## src/hdl/yuvbgr_pkg.sv

```systemverilog
// Shared widths, register codes, reset values and types of the YUV to BGR converter.
package yuvbgr_pkg;

	localparam int PIX_W      = 8;
	localparam int COEF_W     = 15;
	localparam int DIFF_W     = PIX_W + 1;
	localparam int PROD_W     = COEF_W + 1 + DIFF_W;
	localparam int CFG_IDX_W  = 3;
	localparam int CFG_DATA_W = COEF_W;

	typedef enum logic [CFG_IDX_W-1:0] {
		REG_BLUE_FROM_U   = 3'd0,
		REG_GREEN_FROM_U  = 3'd1,
		REG_GREEN_FROM_V  = 3'd2,
		REG_RED_FROM_V    = 3'd3,
		REG_CHROMA_OFFSET = 3'd4
	} cfg_reg_t;

	localparam logic [COEF_W-1:0] RESET_BLUE_FROM_U   = 15'd28384;
	localparam logic [COEF_W-1:0] RESET_GREEN_FROM_U  = 15'd11436;
	localparam logic [COEF_W-1:0] RESET_GREEN_FROM_V  = 15'd11520;
	localparam logic [COEF_W-1:0] RESET_RED_FROM_V    = 15'd22458;
	localparam logic [PIX_W-1:0]  RESET_CHROMA_OFFSET = 8'd128;

	typedef struct packed {
		logic [COEF_W-1:0] blue_from_u;
		logic [COEF_W-1:0] green_from_u;
		logic [COEF_W-1:0] green_from_v;
		logic [COEF_W-1:0] red_from_v;
		logic [PIX_W-1:0]  chroma_offset;
	} cfg_t;

	// Load enables of the four pipeline stages.
	typedef struct packed {
		logic en_s1;
		logic en_s2;
		logic en_s3;
		logic en_s4;
	} pipe_ctl_t;

	typedef struct packed {
		logic signed [PROD_W-1:0] blue_u;
		logic signed [PROD_W-1:0] green_u;
		logic signed [PROD_W-1:0] green_v;
		logic signed [PROD_W-1:0] red_v;
	} prod_t;

endpackage

```

## src/hdl/yuvbgr_cfg.sv

```systemverilog
// Configuration register file of the YUV to BGR converter.
module yuvbgr_cfg (
	input  logic                               clk,
	input  logic                               arst_n,
	input  logic                               cfg_we,
	input  logic [yuvbgr_pkg::CFG_IDX_W-1:0]   cfg_index,
	input  logic [yuvbgr_pkg::CFG_DATA_W-1:0]  cfg_data,
	output yuvbgr_pkg::cfg_t                   cfg
);
	import yuvbgr_pkg::*;

	cfg_t cfg_q;

	always_ff @(posedge clk or negedge arst_n) begin
		if (!arst_n) begin
			cfg_q.blue_from_u   <= RESET_BLUE_FROM_U;
			cfg_q.green_from_u  <= RESET_GREEN_FROM_U;
			cfg_q.green_from_v  <= RESET_GREEN_FROM_V;
			cfg_q.red_from_v    <= RESET_RED_FROM_V;
			cfg_q.chroma_offset <= RESET_CHROMA_OFFSET;
		end else if (cfg_we) begin
			case (cfg_index)
				REG_BLUE_FROM_U:   cfg_q.blue_from_u   <= cfg_data;
				REG_GREEN_FROM_U:  cfg_q.green_from_u  <= cfg_data;
				REG_GREEN_FROM_V:  cfg_q.green_from_v  <= cfg_data;
				REG_RED_FROM_V:    cfg_q.red_from_v    <= cfg_data;
				REG_CHROMA_OFFSET: cfg_q.chroma_offset <= cfg_data[PIX_W-1:0];
				default: ;
			endcase
		end
	end

	assign cfg = cfg_q;

endmodule

```

## src/hdl/yuvbgr_mul.sv

```systemverilog
// Stages one and two: chroma offset removal, then the four coefficient products.
module yuvbgr_mul (
	input  logic                           clk,
	input  yuvbgr_pkg::pipe_ctl_t          ctl,
	input  yuvbgr_pkg::cfg_t               cfg,
	input  logic [yuvbgr_pkg::PIX_W-1:0]   luma,
	input  logic [yuvbgr_pkg::PIX_W-1:0]   chroma_u,
	input  logic [yuvbgr_pkg::PIX_W-1:0]   chroma_v,
	output logic [yuvbgr_pkg::PIX_W-1:0]   luma_out,
	output yuvbgr_pkg::prod_t              prod
);
	import yuvbgr_pkg::*;

	logic [PIX_W-1:0]         luma_s1;
	logic signed [DIFF_W-1:0] du_s1;
	logic signed [DIFF_W-1:0] dv_s1;
	logic [PIX_W-1:0]         luma_s2;
	prod_t                    prod_s2;

	always_ff @(posedge clk) begin
		if (ctl.en_s1) begin
			luma_s1 <= luma;
			du_s1   <= $signed({1'b0, chroma_u}) - $signed({1'b0, cfg.chroma_offset});
			dv_s1   <= $signed({1'b0, chroma_v}) - $signed({1'b0, cfg.chroma_offset});
		end
	end

	// Coefficients are unsigned, so a zero is prepended before the signed multiply.
	always_ff @(posedge clk) begin
		if (ctl.en_s2) begin
			luma_s2         <= luma_s1;
			prod_s2.blue_u  <= $signed({1'b0, cfg.blue_from_u}) * du_s1;
			prod_s2.green_u <= $signed({1'b0, cfg.green_from_u}) * du_s1;
			prod_s2.green_v <= $signed({1'b0, cfg.green_from_v}) * dv_s1;
			prod_s2.red_v   <= $signed({1'b0, cfg.red_from_v}) * dv_s1;
		end
	end

	assign luma_out = luma_s2;
	assign prod     = prod_s2;

endmodule

```

## src/hdl/yuvbgr_sum.sv

```systemverilog
// Stages three and four: colour sums, then scaling and clamping to bytes.
module yuvbgr_sum #(
	parameter int COEF_FRAC_BITS = 14
) (
	input  logic                           clk,
	input  yuvbgr_pkg::pipe_ctl_t          ctl,
	input  logic [yuvbgr_pkg::PIX_W-1:0]   luma,
	input  yuvbgr_pkg::prod_t              prod,
	output logic [yuvbgr_pkg::PIX_W-1:0]   blue,
	output logic [yuvbgr_pkg::PIX_W-1:0]   green,
	output logic [yuvbgr_pkg::PIX_W-1:0]   red
);
	import yuvbgr_pkg::*;

	localparam int SUM_W = COEF_FRAC_BITS + 18;

	logic signed [SUM_W-1:0] base;
	logic signed [SUM_W-1:0] p_bu;
	logic signed [SUM_W-1:0] p_gu;
	logic signed [SUM_W-1:0] p_gv;
	logic signed [SUM_W-1:0] p_rv;
	logic signed [SUM_W-1:0] blue_s3;
	logic signed [SUM_W-1:0] green_s3;
	logic signed [SUM_W-1:0] red_s3;
	logic [PIX_W-1:0]        blue_s4;
	logic [PIX_W-1:0]        green_s4;
	logic [PIX_W-1:0]        red_s4;

	// A negative sum gives a quotient of zero or below, so truncation toward zero
	// and the lower clamp together give zero; otherwise the quotient is a plain shift.
	function automatic logic [PIX_W-1:0] clamp(input logic signed [SUM_W-1:0] acc);
		logic [PIX_W-1:0] res;
		if (acc[SUM_W-1])
			res = '0;
		else if (|acc[SUM_W-2:COEF_FRAC_BITS+PIX_W])
			res = '1;
		else
			res = acc[COEF_FRAC_BITS+PIX_W-1:COEF_FRAC_BITS];
		return res;
	endfunction

	always_comb begin
		base = $signed({{(SUM_W-PIX_W-COEF_FRAC_BITS){1'b0}}, luma, {COEF_FRAC_BITS{1'b0}}});
		p_bu = $signed({{(SUM_W-PROD_W){prod.blue_u[PROD_W-1]}}, prod.blue_u});
		p_gu = $signed({{(SUM_W-PROD_W){prod.green_u[PROD_W-1]}}, prod.green_u});
		p_gv = $signed({{(SUM_W-PROD_W){prod.green_v[PROD_W-1]}}, prod.green_v});
		p_rv = $signed({{(SUM_W-PROD_W){prod.red_v[PROD_W-1]}}, prod.red_v});
	end

	always_ff @(posedge clk) begin
		if (ctl.en_s3) begin
			blue_s3  <= base + p_bu;
			green_s3 <= base - p_gu - p_gv;
			red_s3   <= base + p_rv;
		end
	end

	always_ff @(posedge clk) begin
		if (ctl.en_s4) begin
			blue_s4  <= clamp(blue_s3);
			green_s4 <= clamp(green_s3);
			red_s4   <= clamp(red_s3);
		end
	end

	assign blue  = blue_s4;
	assign green = green_s4;
	assign red   = red_s4;

endmodule

```

## src/hdl/yuv_to_bgr_pixel_converter.sv

```systemverilog
// Top level of the YUV to BGR pixel converter.
//
// Usage: one pixel enters per item on the slave stream (s_tdata holds luma,
// chroma_u and chroma_v) and one item leaves on the master stream with the
// blue, green and red bytes. Each colour is luma scaled by 2^COEF_FRAC_BITS
// plus or minus coefficient products on the offset-removed chroma, divided by
// 2^COEF_FRAC_BITS truncating toward zero and clamped to 0..255.
// The coefficient and offset registers are written through cfg_we, cfg_index
// and cfg_data; the user must write them only while no item is in flight,
// which the block does not enforce. Indices above four are ignored. Each item
// passes chroma offset removal, one 16x9 multiply per product, the colour
// sums, then scale and clamp, each behind its own register. Throughput is
// one item per cycle while s_tready stays high. Reset clears every stage's
// valid bit and returns the registers to their package reset values. When
// the receiver holds m_tready low, the output register keeps its item, and
// each stage behind it still fills any empty slot ahead of it, so s_tready
// falls only once all four stages hold items. No item is dropped or repeated.
module yuv_to_bgr_pixel_converter #(
	parameter int COEF_FRAC_BITS = 14
) (
	input  logic                               clk,
	input  logic                               arst_n,
	// Input stream.
	input  logic                               s_tvalid,
	output logic                               s_tready,
	input  logic [23:0]                        s_tdata,   // luma, chroma_u, chroma_v
	// Output stream.
	output logic                               m_tvalid,
	input  logic                               m_tready,
	output logic [23:0]                        m_tdata,   // blue, green, red
	// Configuration writes.
	input  logic                               cfg_we,
	input  logic [yuvbgr_pkg::CFG_IDX_W-1:0]   cfg_index,
	input  logic [yuvbgr_pkg::CFG_DATA_W-1:0]  cfg_data
);
	import yuvbgr_pkg::*;

	cfg_t             cfg;
	pipe_ctl_t        ctl;
	logic             valid_s1;
	logic             valid_s2;
	logic             valid_s3;
	logic             valid_s4;
	logic [PIX_W-1:0] luma_s2;
	prod_t            prod_s2;
	logic [PIX_W-1:0] blue;
	logic [PIX_W-1:0] green;
	logic [PIX_W-1:0] red;

	// A stage loads whenever it is empty or the stage after it moves on.
	always_comb begin
		ctl.en_s4 = !valid_s4 || m_tready;
		ctl.en_s3 = !valid_s3 || ctl.en_s4;
		ctl.en_s2 = !valid_s2 || ctl.en_s3;
		ctl.en_s1 = !valid_s1 || ctl.en_s2;
	end

	always_ff @(posedge clk or negedge arst_n) begin
		if (!arst_n) begin
			valid_s1 <= 1'b0;
			valid_s2 <= 1'b0;
			valid_s3 <= 1'b0;
			valid_s4 <= 1'b0;
		end else begin
			if (ctl.en_s1) valid_s1 <= s_tvalid;
			if (ctl.en_s2) valid_s2 <= valid_s1;
			if (ctl.en_s3) valid_s3 <= valid_s2;
			if (ctl.en_s4) valid_s4 <= valid_s3;
		end
	end

	yuvbgr_cfg u_cfg (
		.clk       (clk),
		.arst_n    (arst_n),
		.cfg_we    (cfg_we),
		.cfg_index (cfg_index),
		.cfg_data  (cfg_data),
		.cfg       (cfg)
	);

	yuvbgr_mul u_mul (
		.clk      (clk),
		.ctl      (ctl),
		.cfg      (cfg),
		.luma     (s_tdata[7:0]),
		.chroma_u (s_tdata[15:8]),
		.chroma_v (s_tdata[23:16]),
		.luma_out (luma_s2),
		.prod     (prod_s2)
	);

	yuvbgr_sum #(
		.COEF_FRAC_BITS (COEF_FRAC_BITS)
	) u_sum (
		.clk   (clk),
		.ctl   (ctl),
		.luma  (luma_s2),
		.prod  (prod_s2),
		.blue  (blue),
		.green (green),
		.red   (red)
	);

	assign s_tready = ctl.en_s1;
	assign m_tvalid = valid_s4;
	assign m_tdata  = {red, green, blue};

endmodule
```

## config.mk

```make
export PLATFORM = sky130hd
export DESIGN_NAME = yuv_to_bgr_pixel_converter
export DESIGN_NICKNAME = d
export VERILOG_FILES = /design/src/hdl/yuvbgr_pkg.sv /design/src/hdl/yuvbgr_cfg.sv /design/src/hdl/yuvbgr_mul.sv /design/src/hdl/yuvbgr_sum.sv /design/src/hdl/yuv_to_bgr_pixel_converter.sv
export SDC_FILE = /design/constraint.sdc
export NUM_CORES = 1
export LEC_CHECK = 0
export BUFFER_PORTS_ARGS = -buffer_cell sky130_fd_sc_hd__buf_2
export CORE_ASPECT_RATIO = 1.75
export CORE_MARGIN = 4
export CORE_UTILIZATION = 60
export CTS_BUF_LIST = sky130_fd_sc_hd__clkbuf_4
export CTS_CLUSTER_DIAMETER = 120
export DETAILED_ROUTE_END_ITERATION = 12
export PLACE_DENSITY = 0.87
export SLEW_MARGIN = 15
export SYNTH_ARGS = -nofsm -noshare
export SYNTH_HDL_FRONTEND = slang
export SYNTH_HIERARCHICAL = 1
export SYNTH_SLANG_ARGS = --single-unit
```

## constraint.sdc

```tcl
create_clock -name clk -period 5 [get_ports clk]
set_input_delay 0.75 -clock clk [delete_from_list [all_inputs] [get_ports clk]]
set_output_delay 0.75 -clock clk [all_outputs]
set_load 0.005 [all_outputs]
```

# == Word level (Yosys, flattened, before mapping) ==
# Cells that the tools add are included.
# word_totals
input_bits,47
mem_bits_ro,0
elab_cells,57
reg_bits,326
ram_bits,0
latch_bits,0
memories,0
output_inout_bits,26
# op_classes
bitwise,0
reduce_logical,17
shift,0
div,0
mul,4
magnitude_cmp,0
addsub,6
muxes,3
n_eq_ne,4
# op_table
operator,count
multiplier 16 x 9 -> 25 bit,4
adder 23 x 25 -> 26 bit,2
OR reduction 9 bit,3
subtractor 26 x 25 -> 27 bit,1
subtractor 23 x 25 -> 26 bit,1
two-way mux 8 bit,3
subtractor 8 x 8 -> 9 bit,2
AND reduction 2 bit,5
== test 3 x 2 -> 1 bit (second input constant),2
logical NOT 1 bit,4
logical OR 1 bit,4
== test 3 x 1 -> 1 bit (second input constant),1
== test 3 bit (second input constant),1
logical NOT 3 bit,1

# == Logic depth before layout (Yosys ltp) ==
# logic_depth
depth_word,5
depth_mapped,19

# == Hierarchy ==
# The synthesis kept the hierarchy.
# by_module_without_submodules
mod,seq_area_each_um2,cells_per_inst,n_inst,area_each_um2
yuvbgr_mul,4023.9,2152,1,22018.6
yuvbgr_sum,1831.8,412,1,4257.8
yuvbgr_cfg,1739.2,148,1,2751.4
yuv_to_bgr_pixel_converter,100.1,13,1,168.9

# == Worst setup path after synthesis ==
# No wires, ideal clock.
# synth_timing
path_type,register to register
from,register u_cfg.cfg_q (netlist bit u_cfg/cfg[13])
to,"register, netlist name u_mul/prod[22]"
t_arrival_ns,5.023
path_stages_with_launch,19
t_required_ns,4.736
setup_time_ns,0.264
path_slack_ns,-0.287
cell_sequence,dfstp_2 > clkbuf_1 > nand2_1 > fa_1 > inv_1 > fa_1 > inv_1 > fa_1 > inv_1 > fa_1 > fa_1 > ha_1 > nand2_1 > o311a_1 > nor3_1 > a211o_1 > a221o_1 > a2111oi_0 > nand3b_1
# synth_between
elab_chain_cells,1
# synth_lines
item,line_no,rtl
from (decl),yuvbgr_cfg.sv:12,cfg_t cfg_q;
multiplier 16 x 9 -> 25 bit,yuvbgr_mul.sv:35,"prod_s2.red_v <= $signed({1'b0, cfg.red_from_v}) * dv_s1;"
# No other way between the ends.
# A chain may end at the register's enable or synchronous reset.

# == Worst setup path after layout ==
# layout_timing
from,register u_mul.dv_s1[1]
to,"register, netlist name u_mul/prod[22]"
# layout_between
elab_chain_cells,1
# layout_lines
item,line_no,rtl
from (decl),yuvbgr_mul.sv:16,logic signed [DIFF_W-1:0] dv_s1;
from (signal assigned),yuvbgr_mul.sv:24,"dv_s1 <= $signed({1'b0, chroma_v}) - $signed({1'b0, cfg.chroma_offset});"
multiplier 16 x 9 -> 25 bit,yuvbgr_mul.sv:35,
# No other way between the ends.

==> impl_metrics.env <==
export IMPL_status="finished, violations left"
export IMPL_violations="negative setup slack"
export IMPL_wirelength_um=85290
export IMPL_drive_above_1_share_pct=28.81
export IMPL_grt_pass1_wl_um=123400
export IMPL_ff_latch_area_um2=6858
export IMPL_whs_path_depth=1
export IMPL_dieArea_um2=50580
export IMPL_worstMarginPinSlew_ps=1313
export IMPL_grt_util_met1_pct=29.94
export IMPL_rows=104
export IMPL_port_buffers=72
export IMPL_cp_start_kind="flip-flop"
export IMPL_ys_warn_count=6
export IMPL_cts_buffers_inserted=58
export IMPL_hp_class="primary input to flip-flop"
export IMPL_fillers=2612
export IMPL_h_tree_depth=2
export IMPL_rr_startpoint="u_mul/dv_s1[1]"
export IMPL_wire_per_inst_um=23.17
export IMPL_grtUsageMet2_pct=58.78
export IMPL_period_needed_ps=5477
export IMPL_r2r_cells=18
export IMPL_placed_cell_area_um2=31030
export IMPL_grt_start_max_net_pins=82
export IMPL_fin_crit_sh_pct=109.5
export IMPL_max_clock_freq_mhz=182.6
export IMPL_root_buffer="clkbuf_4"
export IMPL_max_slew_margin_pct=12.50
export IMPL_rr_endpoint="u_mul/prod[22]"
export IMPL_drc=0
export IMPL_die_x_um=171.7
export IMPL_grt_remaining_overflow=0
export IMPL_track_usage_pct=31.42
export IMPL_slew_viol_final=0
export IMPL_clk_latency_ps=810
export IMPL_grt_util_met3_pct=4.442
export IMPL_area_growth_pct=22.68
export IMPL_hp_start="s_tdata[1]"
export IMPL_holdPathEnd="u_mul/luma_s1[1]"
export IMPL_synth_fp_nets=3435
export IMPL_drt_vias_per_instance=6.094
export IMPL_postRouteAntennaNets=0
export IMPL_dr_pass1_iters=6
export IMPL_cp_max_fo=4
export IMPL_final_setup_worst_slack_ps=-476.8
export IMPL_grt_pass1_vias=25070
export IMPL_finalSetupViolCount=44
export IMPL_fp_dieH_um=294.5
export IMPL_clock_skew_ps=68.77
export IMPL_maxCapViolCount=0
export IMPL_nNetsFinal=3813
export IMPL_rsz0062_at_grt="yes"
export IMPL_cts_sinks=239
export IMPL_regToRegSetupSlack_ps=-480
export IMPL_syn_inst=2668
export IMPL_multi_input_area_um2=21270
export IMPL_gp_congestion=0.9778
export IMPL_crit_required_ps=5610
export IMPL_setup_worst_path_end_class="flip-flop"
export IMPL_hold_violations=0
export IMPL_io_pins=73
export IMPL_cts_tree="built"
export IMPL_drtIter0Drc=1650
export IMPL_syn_area_um2=28150
export IMPL_path_class="flip-flop to flip-flop"
export IMPL_design_area_um2=34530
export IMPL_num_vias=22430
export IMPL_syn_avg_cell_area_um2=10.55
export IMPL_core_um2=46190
export IMPL_path_clk_slew_ps=70
export IMPL_hpwl_um=58990
export IMPL_pre_cts_slack_ps=-393.0
export IMPL_worstPathArrival_ps=6090
export IMPL_cts_buffer_depth=3
export IMPL_initial_core_util_pct=60.93
export IMPL_grt_antenna_before_repair=4
export IMPL_busiest_layer="met2"
cell usage in the layout (no fill, tap or decap), types with 58 or more instances in the layout:
| master | n |
|---|---|
| buf_2 | 71 |
| edfxtp_1 | 167 |
| ha_4 | 71 |
| nand2_1 | 235 |
| nor2b_1 | 58 |
| buf_4 | 256 |
| ha_1 | 263 |
| fa_1 | 340 |
| nor2_1 | 86 |
| inv_1 | 390 |
| clkbuf_4 | 72 |
| and2_1 | 248 |
layer usage:
layer | share of wire [%] | wire (um)
met1 | 31 | 26300
met2 | 52 | 44440
met3 | 6.4 | 5441
met4 | 11 | 9114
met5 | 0 | 0
stage by stage:
step	instances	utilization [%]	hold slack (ps)	TNS [ps]
after floorplan	2668	-	400.3	-19.15
final	3681	74.76	165.6	-10090
after detailed placement	3499	67.18	404.5	-6712
after global placement	3499	67.18	408.3	-2725
after global routing	3680	74.75	133.7	-12180
after CTS	3655	72.25	130.1	-2024
what timing repair did:
item	CTS	global route
gates resized for setup	213	188
setup endpoints to repair	39	46
buffers inserted	43	29
hold buffers	1	0
pin swaps	151	129
gates cloned	5	3
hold endpoints to repair	12	0
critical path, stage by stage (launching register included):
cell and delay, ps:
edfxtp_1 430, buf_4 180, nand2_1 90, fa_1 520
inv_1 60, fa_1 520, inv_2 50, fa_2 530
inv_2 40, fa_2 540, ha_1 230, ha_2 290
nor2_1 140, o311a_1 240, nor3_2 80, a211o_1 380
a221o_1 460, a2111oi_2 330, nand3b_1 170
sequential cells by signal (all words and copies together) (netlist names), 9 cells and up:
register	count
u_mul/dv_s1	9
u_cfg/cfg	68
u_sum/green_s3	13
u_mul/prod	72
u_mul/du_s1	9
u_sum/blue_s3	12
u_sum/red_s3	12
cell type report:
type / count / area share, %
diodes: 2 / 0.01449
clock buffers: 72 / 1.565
clock inverters: 38 / 0.8188
inverters: 411 / 4.467
multi-input cells: 1935 / 61.59
flip-flops and latches: 239 / 19.86
well taps: 583 / 2.112
repair buffers: 401 / 9.576
worst max-delay path by stage:
stage	startpoint	to	slack, ps	cells after the start
6_report	u_mul/dv_s1[1]	u_mul/prod[22]	-480	18
5_1_grt	u_mul/dv_s1[1]	u_mul/prod[22]	-570	18
4_1_cts	u_mul/dv_s1[3]	u_mul/prod[46]	-290	18
3_5_place_dp	u_cfg/cfg[15]	u_mul/prod[22]	-390	17
3_3_place_gp	u_mul/dv_s1[3]	u_mul/prod[49]	-230	17
2_1_floorplan	u_cfg/cfg[12]	u_mul/prod[22]	-10	16
Power is left out: the tool's default activity adds up to more than one toggle a clock period on the data nets, which glitch-free logic cannot reach.
